<file path="src/rtl/lcbc_pkg.sv">
// shared types and constants of the line comment and blank cleaner
`timescale 1ns / 1ps

package lcbc_pkg;

   // character codes
   localparam logic [7:0] CH_SLASH = 8'h2F;
   localparam logic [7:0] CH_STAR  = 8'h2A;
   localparam logic [7:0] CH_SPACE = 8'h20;
   localparam logic [7:0] CH_NL    = 8'h0A;
   localparam logic [7:0] CH_DEL   = 8'h7F;

   // space counter width, covers the largest allowed saturation limit of 63
   localparam int SPACE_CNT_W = 6;

   // command queue between front and back
   localparam int CMD_DEPTH = 4;
   localparam int CMD_PTR_W = $clog2(CMD_DEPTH);

   // one command: up to two text bytes, each after a run of spaces, then an optional marker
   typedef struct packed {
      logic                   has_a;
      logic [SPACE_CNT_W-1:0] spaces_a;
      logic [7:0]             byte_a;
      logic                   has_b;
      logic [SPACE_CNT_W-1:0] spaces_b;
      logic [7:0]             byte_b;
      logic                   eol;
   } cmd_type;

endpackage

</file>
<file path="src/rtl/lcbc_req_if.sv">
// input channel: one raw byte per transaction
`timescale 1ns / 1ps

interface lcbc_req_if;
   logic       valid;
   logic       ready;
   logic [7:0] in_byte;
   logic       last_byte;

   modport source (output valid, output in_byte, output last_byte, input ready);
   modport sink   (input valid, input in_byte, input last_byte, output ready);
endinterface

</file>
<file path="src/rtl/lcbc_rsp_if.sv">
// result channel: one cleaned byte or end marker per transaction
`timescale 1ns / 1ps

interface lcbc_rsp_if;
   logic       valid;
   logic       ready;
   logic [7:0] out_byte;
   logic       has_byte;
   logic       end_of_line;

   modport source (output valid, output out_byte, output has_byte, output end_of_line,
                   input ready);
   modport sink   (input valid, input out_byte, input has_byte, input end_of_line,
                   output ready);
endinterface

</file>
<file path="src/rtl/lcbc_front.sv">
// front part: scans bytes with one byte look-ahead and builds output commands
`timescale 1ns / 1ps

module lcbc_front import lcbc_pkg::*; #(
   parameter int MAX_PENDING_SPACES = 31
) (
   input  logic       clock,
   input  logic       reset,
   input  logic       in_valid,
   output logic       in_ready,
   input  logic [7:0] in_byte,
   input  logic       last_byte,
   output logic       cmd_valid,
   output cmd_type    cmd_data,
   input  logic       cmd_ready
);

   localparam logic [SPACE_CNT_W-1:0] PEND_MAX = SPACE_CNT_W'(MAX_PENDING_SPACES);

   typedef struct packed {
      logic                   skip;
      logic                   line_cmt;
      logic                   blk_cmt;
      logic                   text_seen;
      logic [SPACE_CNT_W-1:0] pend;
   } scan_type;

   typedef struct packed {
      scan_type               st;
      logic                   emit;
      logic [SPACE_CNT_W-1:0] spaces;
   } step_type;

   logic [7:0]  held_char_ff;
   logic        held_valid_ff;
   scan_type    scan_ff;
   scan_type    scan_in;
   step_type    step_a;
   step_type    step_b;
   logic        accept;

   // one byte of the scan, with its look-ahead byte
   function automatic step_type scan_byte(input scan_type s, input logic [7:0] c,
                                          input logic has_next, input logic [7:0] nx);
      step_type r;
      logic     ctrl;
      logic     grow;
      r        = '0;
      r.st     = s;
      ctrl     = (c < CH_SPACE) || (c == CH_DEL);
      grow     = 1'b0;
      if (s.skip) begin
         r.st.skip = 1'b0;
      end else if (!s.line_cmt && !s.blk_cmt) begin
         if (ctrl) begin
            grow = 1'b1;
         end else if (c == CH_SLASH && has_next && nx == CH_SLASH) begin
            r.st.line_cmt = 1'b1;
            r.st.skip     = 1'b1;
            grow          = 1'b1;
         end else if (c == CH_SLASH && has_next && nx == CH_STAR) begin
            r.st.blk_cmt = 1'b1;
            r.st.skip    = 1'b1;
            grow         = 1'b1;
         end else if (c == CH_SPACE) begin
            grow = 1'b1;
         end else begin
            r.emit         = 1'b1;
            r.spaces       = s.pend;
            r.st.pend      = '0;
            r.st.text_seen = 1'b1;
         end
      end else if (s.blk_cmt) begin
         if (c == CH_STAR && has_next && nx == CH_SLASH) begin
            r.st.blk_cmt = 1'b0;
            r.st.skip    = 1'b1;
         end
      end else if (c == CH_NL) begin
         r.st.line_cmt = 1'b0;
      end
      if (grow && s.text_seen && s.pend < PEND_MAX) begin
         r.st.pend = s.pend + 1'b1;
      end
      return r;
   endfunction

   assign in_ready = cmd_ready;
   assign accept   = in_valid && in_ready;

   // held byte against the new byte, then the new byte alone at line end
   always_comb begin
      if (held_valid_ff) begin
         step_a = scan_byte(scan_ff, held_char_ff, 1'b1, in_byte);
      end else begin
         step_a    = '0;
         step_a.st = scan_ff;
      end
      step_b = scan_byte(step_a.st, in_byte, 1'b0, 8'h00);
      if (!last_byte) begin
         step_b.emit = 1'b0;
      end
      scan_in = last_byte ? '0 : step_a.st;
   end

   // command toward the back part
   always_comb begin
      cmd_data.has_a    = step_a.emit;
      cmd_data.spaces_a = step_a.spaces;
      cmd_data.byte_a   = held_char_ff;
      cmd_data.has_b    = step_b.emit;
      cmd_data.spaces_b = step_b.spaces;
      cmd_data.byte_b   = in_byte;
      cmd_data.eol      = last_byte;
      cmd_valid         = accept && (step_a.emit || step_b.emit || last_byte);
   end

   // scan state
   always_ff @(posedge clock) begin
      if (reset) begin
         held_valid_ff <= 1'b0;
         scan_ff       <= '0;
      end else if (accept) begin
         held_valid_ff <= !last_byte;
         scan_ff       <= scan_in;
      end
   end

   // held byte payload
   always_ff @(posedge clock) begin
      if (accept) begin
         held_char_ff <= in_byte;
      end
   end

endmodule

</file>
<file path="src/rtl/lcbc_cmd_fifo.sv">
// short command queue between front and back
`timescale 1ns / 1ps

module lcbc_cmd_fifo import lcbc_pkg::*; (
   input  logic    clock,
   input  logic    reset,
   input  logic    wr_valid,
   output logic    wr_ready,
   input  cmd_type wr_data,
   output logic    rd_valid,
   output cmd_type rd_data,
   input  logic    rd_pop
);

   cmd_type              mem_ff [CMD_DEPTH];
   logic [CMD_PTR_W-1:0] wr_ptr_ff;
   logic [CMD_PTR_W-1:0] rd_ptr_ff;
   logic [CMD_PTR_W:0]   count_ff;
   logic                 do_wr;
   logic                 do_rd;

   assign wr_ready = (count_ff != (CMD_PTR_W+1)'(CMD_DEPTH));
   assign rd_valid = (count_ff != '0);
   assign rd_data  = mem_ff[rd_ptr_ff];
   assign do_wr    = wr_valid && wr_ready;
   assign do_rd    = rd_pop && rd_valid;

   // pointers and fill count
   always_ff @(posedge clock) begin
      if (reset) begin
         wr_ptr_ff <= '0;
         rd_ptr_ff <= '0;
         count_ff  <= '0;
      end else begin
         if (do_wr) begin
            wr_ptr_ff <= wr_ptr_ff + 1'b1;
         end
         if (do_rd) begin
            rd_ptr_ff <= rd_ptr_ff + 1'b1;
         end
         if (do_wr && !do_rd) begin
            count_ff <= count_ff + 1'b1;
         end else if (do_rd && !do_wr) begin
            count_ff <= count_ff - 1'b1;
         end
      end
   end

   // storage
   always_ff @(posedge clock) begin
      if (do_wr) begin
         mem_ff[wr_ptr_ff] <= wr_data;
      end
   end

endmodule

</file>
<file path="src/rtl/lcbc_back.sv">
// back part: expands commands into space, text and marker results
`timescale 1ns / 1ps

module lcbc_back import lcbc_pkg::*; (
   input  logic       clock,
   input  logic       reset,
   input  logic       cmd_valid,
   input  cmd_type    cmd_data,
   output logic       cmd_pop,
   output logic       out_valid,
   input  logic       out_ready,
   output logic [7:0] out_byte,
   output logic       has_byte,
   output logic       end_of_line
);

   typedef enum logic [1:0] {
      STG_A,
      STG_B,
      STG_EOL
   } stage_type;

   stage_type              stage_ff;
   stage_type              stage_in;
   logic [SPACE_CNT_W-1:0] cnt_ff;
   logic [SPACE_CNT_W-1:0] cnt_in;
   logic                   valid_ff;
   logic [7:0]             byte_ff;
   logic                   has_ff;
   logic                   eol_ff;
   logic [7:0]             byte_in;
   logic                   has_in;
   logic                   eol_in;
   logic                   load;
   logic                   slot_a;
   logic                   slot_b;
   logic [SPACE_CNT_W-1:0] run;
   logic [7:0]             text;
   logic                   done;

   assign load = !valid_ff || out_ready;

   // pick the next result of the head command
   always_comb begin
      slot_a   = (stage_ff == STG_A) && cmd_data.has_a;
      slot_b   = !slot_a && (stage_ff != STG_EOL) && cmd_data.has_b;
      run      = slot_a ? cmd_data.spaces_a : cmd_data.spaces_b;
      text     = slot_a ? cmd_data.byte_a : cmd_data.byte_b;
      stage_in = stage_ff;
      cnt_in   = cnt_ff;
      done     = 1'b0;
      byte_in  = 8'h00;
      has_in   = 1'b0;
      eol_in   = 1'b0;
      if (slot_a || slot_b) begin
         has_in = 1'b1;
         if (cnt_ff < run) begin
            byte_in = CH_SPACE;
            cnt_in  = cnt_ff + 1'b1;
         end else begin
            byte_in  = text;
            cnt_in   = '0;
            stage_in = slot_a ? STG_B : STG_EOL;
            done     = slot_a ? (!cmd_data.has_b && !cmd_data.eol) : !cmd_data.eol;
         end
      end else begin
         eol_in = 1'b1;
         done   = 1'b1;
      end
      if (done) begin
         stage_in = STG_A;
         cnt_in   = '0;
      end
   end

   assign cmd_pop = cmd_valid && load && done;

   // sequencing state and output register
   always_ff @(posedge clock) begin
      if (reset) begin
         stage_ff <= STG_A;
         cnt_ff   <= '0;
         valid_ff <= 1'b0;
      end else if (load) begin
         valid_ff <= cmd_valid;
         if (cmd_valid) begin
            stage_ff <= stage_in;
            cnt_ff   <= cnt_in;
         end
      end
   end

   // result payload
   always_ff @(posedge clock) begin
      if (load && cmd_valid) begin
         byte_ff <= byte_in;
         has_ff  <= has_in;
         eol_ff  <= eol_in;
      end
   end

   assign out_valid   = valid_ff;
   assign out_byte    = byte_ff;
   assign has_byte    = has_ff;
   assign end_of_line = eol_ff;

endmodule

</file>
<file path="src/rtl/line_comment_and_blank_cleaner.sv">
// Line comment and blank cleaner, top level.
// req_chan carries one raw byte of a source line per transaction, with last_byte
// set on the final byte. rsp_chan carries the cleaned line: one byte per
// transaction (has_byte = 1), then a closing marker with end_of_line = 1.
// Comments are removed, leading blanks and control bytes dropped, inner blanks
// collapsed into held-back spaces (saturating at MAX_PENDING_SPACES) that
// are only sent before the next text byte, so trailing blanks disappear.
// A byte is scanned when its successor arrives (or the line ends); its results then
// pass through the command queue and the back part's output register.
// Input is taken one byte per cycle while the four-entry command queue has room.
// While the receiver is ready, the back part sends one result per cycle; one input
// byte may cause up to MAX_PENDING_SPACES + 3 results; the queue absorbs space bursts.
// When the receiver stalls, the output register holds its transaction, the queue
// fills, and then req_chan.ready drops. Synchronous reset clears line state,
// the queue and the output register; no clearing pass is needed.
`timescale 1ns / 1ps

module line_comment_and_blank_cleaner import lcbc_pkg::*; #(
   parameter int MAX_PENDING_SPACES = 31
) (
   input logic        clock,
   input logic        reset,
   lcbc_req_if.sink   req_chan,
   lcbc_rsp_if.source rsp_chan
);

   logic    push_valid;
   logic    push_ready;
   cmd_type push_data;
   logic    head_valid;
   cmd_type head_data;
   logic    head_pop;

   // scanner
   lcbc_front #(
      .MAX_PENDING_SPACES(MAX_PENDING_SPACES)
   ) u_front (
      .clock     (clock),
      .reset     (reset),
      .in_valid  (req_chan.valid),
      .in_ready  (req_chan.ready),
      .in_byte   (req_chan.in_byte),
      .last_byte (req_chan.last_byte),
      .cmd_valid (push_valid),
      .cmd_data  (push_data),
      .cmd_ready (push_ready)
   );

   // command queue
   lcbc_cmd_fifo u_fifo (
      .clock    (clock),
      .reset    (reset),
      .wr_valid (push_valid),
      .wr_ready (push_ready),
      .wr_data  (push_data),
      .rd_valid (head_valid),
      .rd_data  (head_data),
      .rd_pop   (head_pop)
   );

   // result sequencer
   lcbc_back u_back (
      .clock       (clock),
      .reset       (reset),
      .cmd_valid   (head_valid),
      .cmd_data    (head_data),
      .cmd_pop     (head_pop),
      .out_valid   (rsp_chan.valid),
      .out_ready   (rsp_chan.ready),
      .out_byte    (rsp_chan.out_byte),
      .has_byte    (rsp_chan.has_byte),
      .end_of_line (rsp_chan.end_of_line)
   );

endmodule
</file>
<file path="src/flat_wrapper.sv">
// flat-port wrapper written by rule: the top's interface ports become plain ports
module line_comment_and_blank_cleaner_flat import lcbc_pkg::*;
#(
   parameter int MAX_PENDING_SPACES = 31
)
  (clock, reset, req_chan_valid, req_chan_in_byte, req_chan_last_byte, req_chan_ready, rsp_chan_valid, rsp_chan_out_byte, rsp_chan_has_byte, rsp_chan_end_of_line, rsp_chan_ready);
  lcbc_req_if req_chan_i ();
  lcbc_rsp_if rsp_chan_i ();
  input logic clock;
  input logic reset;
  input wire logic [$bits(req_chan_i.valid)-1:0] req_chan_valid;
  input wire logic [$bits(req_chan_i.in_byte)-1:0] req_chan_in_byte;
  input wire logic [$bits(req_chan_i.last_byte)-1:0] req_chan_last_byte;
  output wire logic [$bits(req_chan_i.ready)-1:0] req_chan_ready;
  output wire logic [$bits(rsp_chan_i.valid)-1:0] rsp_chan_valid;
  output wire logic [$bits(rsp_chan_i.out_byte)-1:0] rsp_chan_out_byte;
  output wire logic [$bits(rsp_chan_i.has_byte)-1:0] rsp_chan_has_byte;
  output wire logic [$bits(rsp_chan_i.end_of_line)-1:0] rsp_chan_end_of_line;
  input wire logic [$bits(rsp_chan_i.ready)-1:0] rsp_chan_ready;
  assign req_chan_i.valid = req_chan_valid;
  assign req_chan_i.in_byte = req_chan_in_byte;
  assign req_chan_i.last_byte = req_chan_last_byte;
  assign req_chan_ready = req_chan_i.ready;
  assign rsp_chan_valid = rsp_chan_i.valid;
  assign rsp_chan_out_byte = rsp_chan_i.out_byte;
  assign rsp_chan_has_byte = rsp_chan_i.has_byte;
  assign rsp_chan_end_of_line = rsp_chan_i.end_of_line;
  assign rsp_chan_i.ready = rsp_chan_ready;
  line_comment_and_blank_cleaner #(.MAX_PENDING_SPACES(MAX_PENDING_SPACES)) u_core (.clock(clock), .reset(reset), .req_chan(req_chan_i), .rsp_chan(rsp_chan_i));
endmodule
</file>
<file path="config.mk">
export PLATFORM = sky130hd
export DESIGN_NAME = line_comment_and_blank_cleaner_flat
export DESIGN_NICKNAME = d
export VERILOG_FILES = /design/src/rtl/lcbc_pkg.sv /design/src/rtl/lcbc_req_if.sv /design/src/rtl/lcbc_rsp_if.sv /design/src/rtl/lcbc_front.sv /design/src/rtl/lcbc_cmd_fifo.sv /design/src/rtl/lcbc_back.sv /design/src/rtl/line_comment_and_blank_cleaner.sv /design/src/flat_wrapper.sv
export SDC_FILE = /design/constraint.sdc
export NUM_CORES = 1
export LEC_CHECK = 0
export BUFFER_PORTS_ARGS = -buffer_cell sky130_fd_sc_hd__buf_2
export CAP_MARGIN = 0
export CORE_MARGIN = 10
export CORE_UTILIZATION = 45
export CTS_BUF_LIST = sky130_fd_sc_hd__clkbuf_16
export DETAILED_ROUTE_END_ITERATION = 8
export HOLD_SLACK_MARGIN = 0.06
export SLEW_MARGIN = 20
export SYNTH_ARGS = -nofsm -noshare
export SYNTH_HDL_FRONTEND = slang
export SYNTH_HIERARCHICAL = 1
export SYNTH_SLANG_ARGS = --single-unit
export TNS_END_PERCENT = 1
</file>
<file path="constraint.sdc">
create_clock -name clock -period 8.6 [get_ports clock]
set_input_delay 1.29 -clock clock [delete_from_list [all_inputs] [get_ports clock]]
set_output_delay 1.29 -clock clock [all_outputs]
set_load 0.02 [all_outputs]
</file>
==> impl_metrics.yaml <==
grt:
  grt_usage_pct: 13.56
  grt_first_pass_wirelength_mm: 22.68
  gr-usage-met1_pct: 18.37
  antenna_found_initial: 0
  busiest_layer: "met2"
  grt_util_met2_pct: 20.36
  grt_max_degree: 32
  grt_pass1_vias: 4168
  use_met3_pct: 4.579
  grt_overflow_total: 0
pwr:
  p_clk_share_pct: 31.5
  p_total_mw: 2.230
  seq_power_share_pct: 47.6
  p_per_area_nw_per_um2: 273.7
  p_comb_share_pct: 20.8
  p_switching_uw: 621.4
  netSwitchingFraction_pct: 27.86
  power.internal_mw: 1.609
  ir_drop_v: 0.0001784
  p_leak_nw: 2.736
logic_synthesis:
  synth_top_area_share_pct: 58.20
  synth_edf_count: 142
  syn_inst: 474
  syn-num-nets: 500
  ys_seq_area_share_pct: 66.12
  ys_ff_latch: 171
  synth-main-ff-cell: "edfxtp_1"
  ys_top_cells_by_count: "edfxtp_1 (142), nand2_1 (35), mux4_2 (30), dfxtp_1 (29), nor2_1 (25)"
  yosysMostFrequentCell: "edfxtp_1"
  synth_warnings: 6
  async_flop_share_pct: 0
  synth_area_leader_cell: "edfxtp_1"
  yosys-top-cells-area: "edfxtp_1 (58%), mux4_2 (9.2%), dfxtp_1 (7.9%)"
  synth_area_sq_um: 7327
  avgSynthCellArea_sq_um: 15.46
  yosys.cell_types.count: 67
outcome:
  outcome: "finished clean"
setup_path:
  worstSetupEndpointType: "flop"
  reg2reg_depth: 17
  arrival_ps: 5180
  cp.required_ps: 8940
  startpoint_type: "flop"
  cp-endpoint: "u_core/u_fifo/count_ff[2]"
  reg2reg_to: "u_core/u_fifo/count_ff[2]"
  r2r_slack_ps: 3770
  crit_fanout: 31
  worstSetupPathType: "flop to flop"
sta:
  timing.fmax_mhz: 206.9
  period_share_pct: 56.19
  hold_viol_final: 0
  clock_skew_ps: 13.21
  finalSetupViolations: 0
  worstMarginPinSlew_ps: 749.5
  rsz0062_at_grt: "false"
  period_needed_ps: 4833
  slew_violations: 0
  fin_setup_tns_ps: 0
  max-slew-margin-rel_pct: 49.98
  setup_ws_ps: 3767
finish:
  syn_to_final_growth_pct: 11.22
  antenna_cells: 0
  num-fill-cells: 1345
  fin_nets: 526
  drive_gt1_share_pct: 19.92
floorplan:
  start_util_pct: 45.96
  die_w_microns: 147.6
  fp-row-count: 46
  die_area_sq_um: 21790
  boundaryPins: 25
  die_h_microns: 147.6
  core_sq_um: 15940
routing:
  ant_nets: 0
  routed_via_density: 5.537
  drc_errors: 0
  route.detailed.wl_per_inst_microns: 19.34
  initialDrtViolationCount: 195
  via_count: 4031
  dr.pass1.iters: 4
  routed_wl_mm: 14.08
clocking:
  cts_tree: "built"
  htreeDepth: 4
  cts_sinks: 171
  postCtsHoldBufs: 0
  cts-buffers-inserted: 17
  clock_latency_ps: 420
  cts_resized: 0
  path_clk_slew_ps: 60
  clock_path_buffers: 2
  cts_root_buffer: "clkbuf_16"
  cts_setup_buffers: 0
place:
  gp_congestion: 0.8023
  place_ws_ps: 3697
  portBuffers: 24
  hpwl_mm: 9.242
job:
  max-cap-violations: 0
min_path:
  hp-class: "flop to flop"
[registers in the layout, summed over array words and instances (netlist names), named ones only]
name                          count
u_core/u_back/out_valid           1
u_core/u_front/held_valid_ff      1
u_core/u_fifo/count_ff            3
u_core/u_front/held_char_ff       8
u_core/u_fifo/rd_ptr_ff           2
u_core/u_back/end_of_line         1
u_core/u_back/stage_ff            2
u_core/u_fifo/mem_ff            124
u_core/u_back/out_byte            8
u_core/u_back/has_byte            1
u_core/u_back/cnt_ff              6
u_core/u_front/scan_ff           10
u_core/u_fifo/wr_ptr_ff           2
[stage by stage]
stage	utilization [%]	hold slack, ps	std cells	instance area, sq um
floorplan	-	462.0	474	7327
global placement	47.72	480.1	697	7607
detailed placement	47.72	491.3	697	7607
CTS	51.11	499.4	728	8149
global route	51.11	518.0	728	8149
finish	51.11	502.5	728	8149
[kinds of logic (layout without fill, tap and decap cells)]
kind of cell             count (synthesis)  count (layout)  share of synthesized area, %
AO/OA/AOI/OAI                           78              78                         7.941
XOR/XNOR                                 5               5                        0.5977
adder cells (fa/ha/maj)                 13              13                         2.322
buffers and inverters                   39              77                         3.005
flip-flops                             171             171                         66.12
multiplexers                            41              41                         10.96
AND/OR/NAND/NOR                        127             127                         9.051
[layout make-up]
class                      count  area (sq um)  share of cell area (%)
timing repair buffer          31         172.7                   2.119
clock buffer                  17         425.4                   5.220
sequential                   171          4846                   59.47
tap                          216         270.3                   3.316
clock inverter                14         116.4                   1.428
multi-input combinational    264          2262                   27.76
inverter                      15         56.30                  0.6909
[routing by layer]
metal  share of wire (%)  vias to the layer above
li1                    -                     1901
met1                  46                     2032
met2                  46                       94
met3                 6.7                        4
met4                0.51                        0
met5                   0                        -
[critical path, cell delays in order (launching register included)]
cell	delay, ps
dfxtp_2	320
buf_4	500
mux4_2	370
nor3b_4	650
mux2i_1	280
ha_1	270
a21oi_1	200
o221ai_1	240
a21o_1	260
a21oi_1	180
nor2_1	90
o31ai_2	100
ha_1	240
inv_1	60
fa_1	370
xor2_1	160
or3_1	320
a21oi_1	140
[power by group through the flow]
stage          Clock [mW]  Sequential [mW]  Combinational [mW]
6_report            0.703             1.06               0.465
2_1_floorplan           0             1.10               0.324
4_1_cts             0.723             1.06               0.474
3_3_place_gp            0             1.07               0.465
3_5_place_dp            0             1.08               0.472
5_1_grt             0.755             1.07               0.517
[layout by cell type, fill, tap and decap left out, drive strengths merged, types with 3 or more instances in the layout]
master / n
a211oi: 3
a21boi: 3
a21oi: 23
a22o: 3
a31o: 3
a31oi: 3
and2: 11
buf: 31
clkbuf: 17
clkinv: 5
dfxtp: 29
edfxtp: 142
ha: 12
inv: 21
mux2i: 9
mux4: 31
nand2: 35
nand2b: 3
nand3: 14
nand4: 6
nor2: 26
nor3: 9
o21ai: 16
o31ai: 3
o32a: 3
or2: 3
or3: 4
xor2: 4
[worst min-delay path by stage]
stage,from,to,depth (start not counted)
after floorplan,u_core/u_front/scan_ff[9],u_core/u_front/scan_ff[9],2
after global placement,u_core/u_back/cnt_ff[0],u_core/u_back/cnt_ff[0],2
after detailed placement,u_core/u_front/scan_ff[9],u_core/u_front/scan_ff[9],2
after CTS,u_core/u_front/scan_ff[9],u_core/u_front/scan_ff[9],2
after global routing,u_core/u_back/out_valid,u_core/u_back/out_valid,2
final,u_core/u_front/scan_ff[9],u_core/u_front/scan_ff[9],2
No activity file was read; power rests on OpenSTA's default activity.
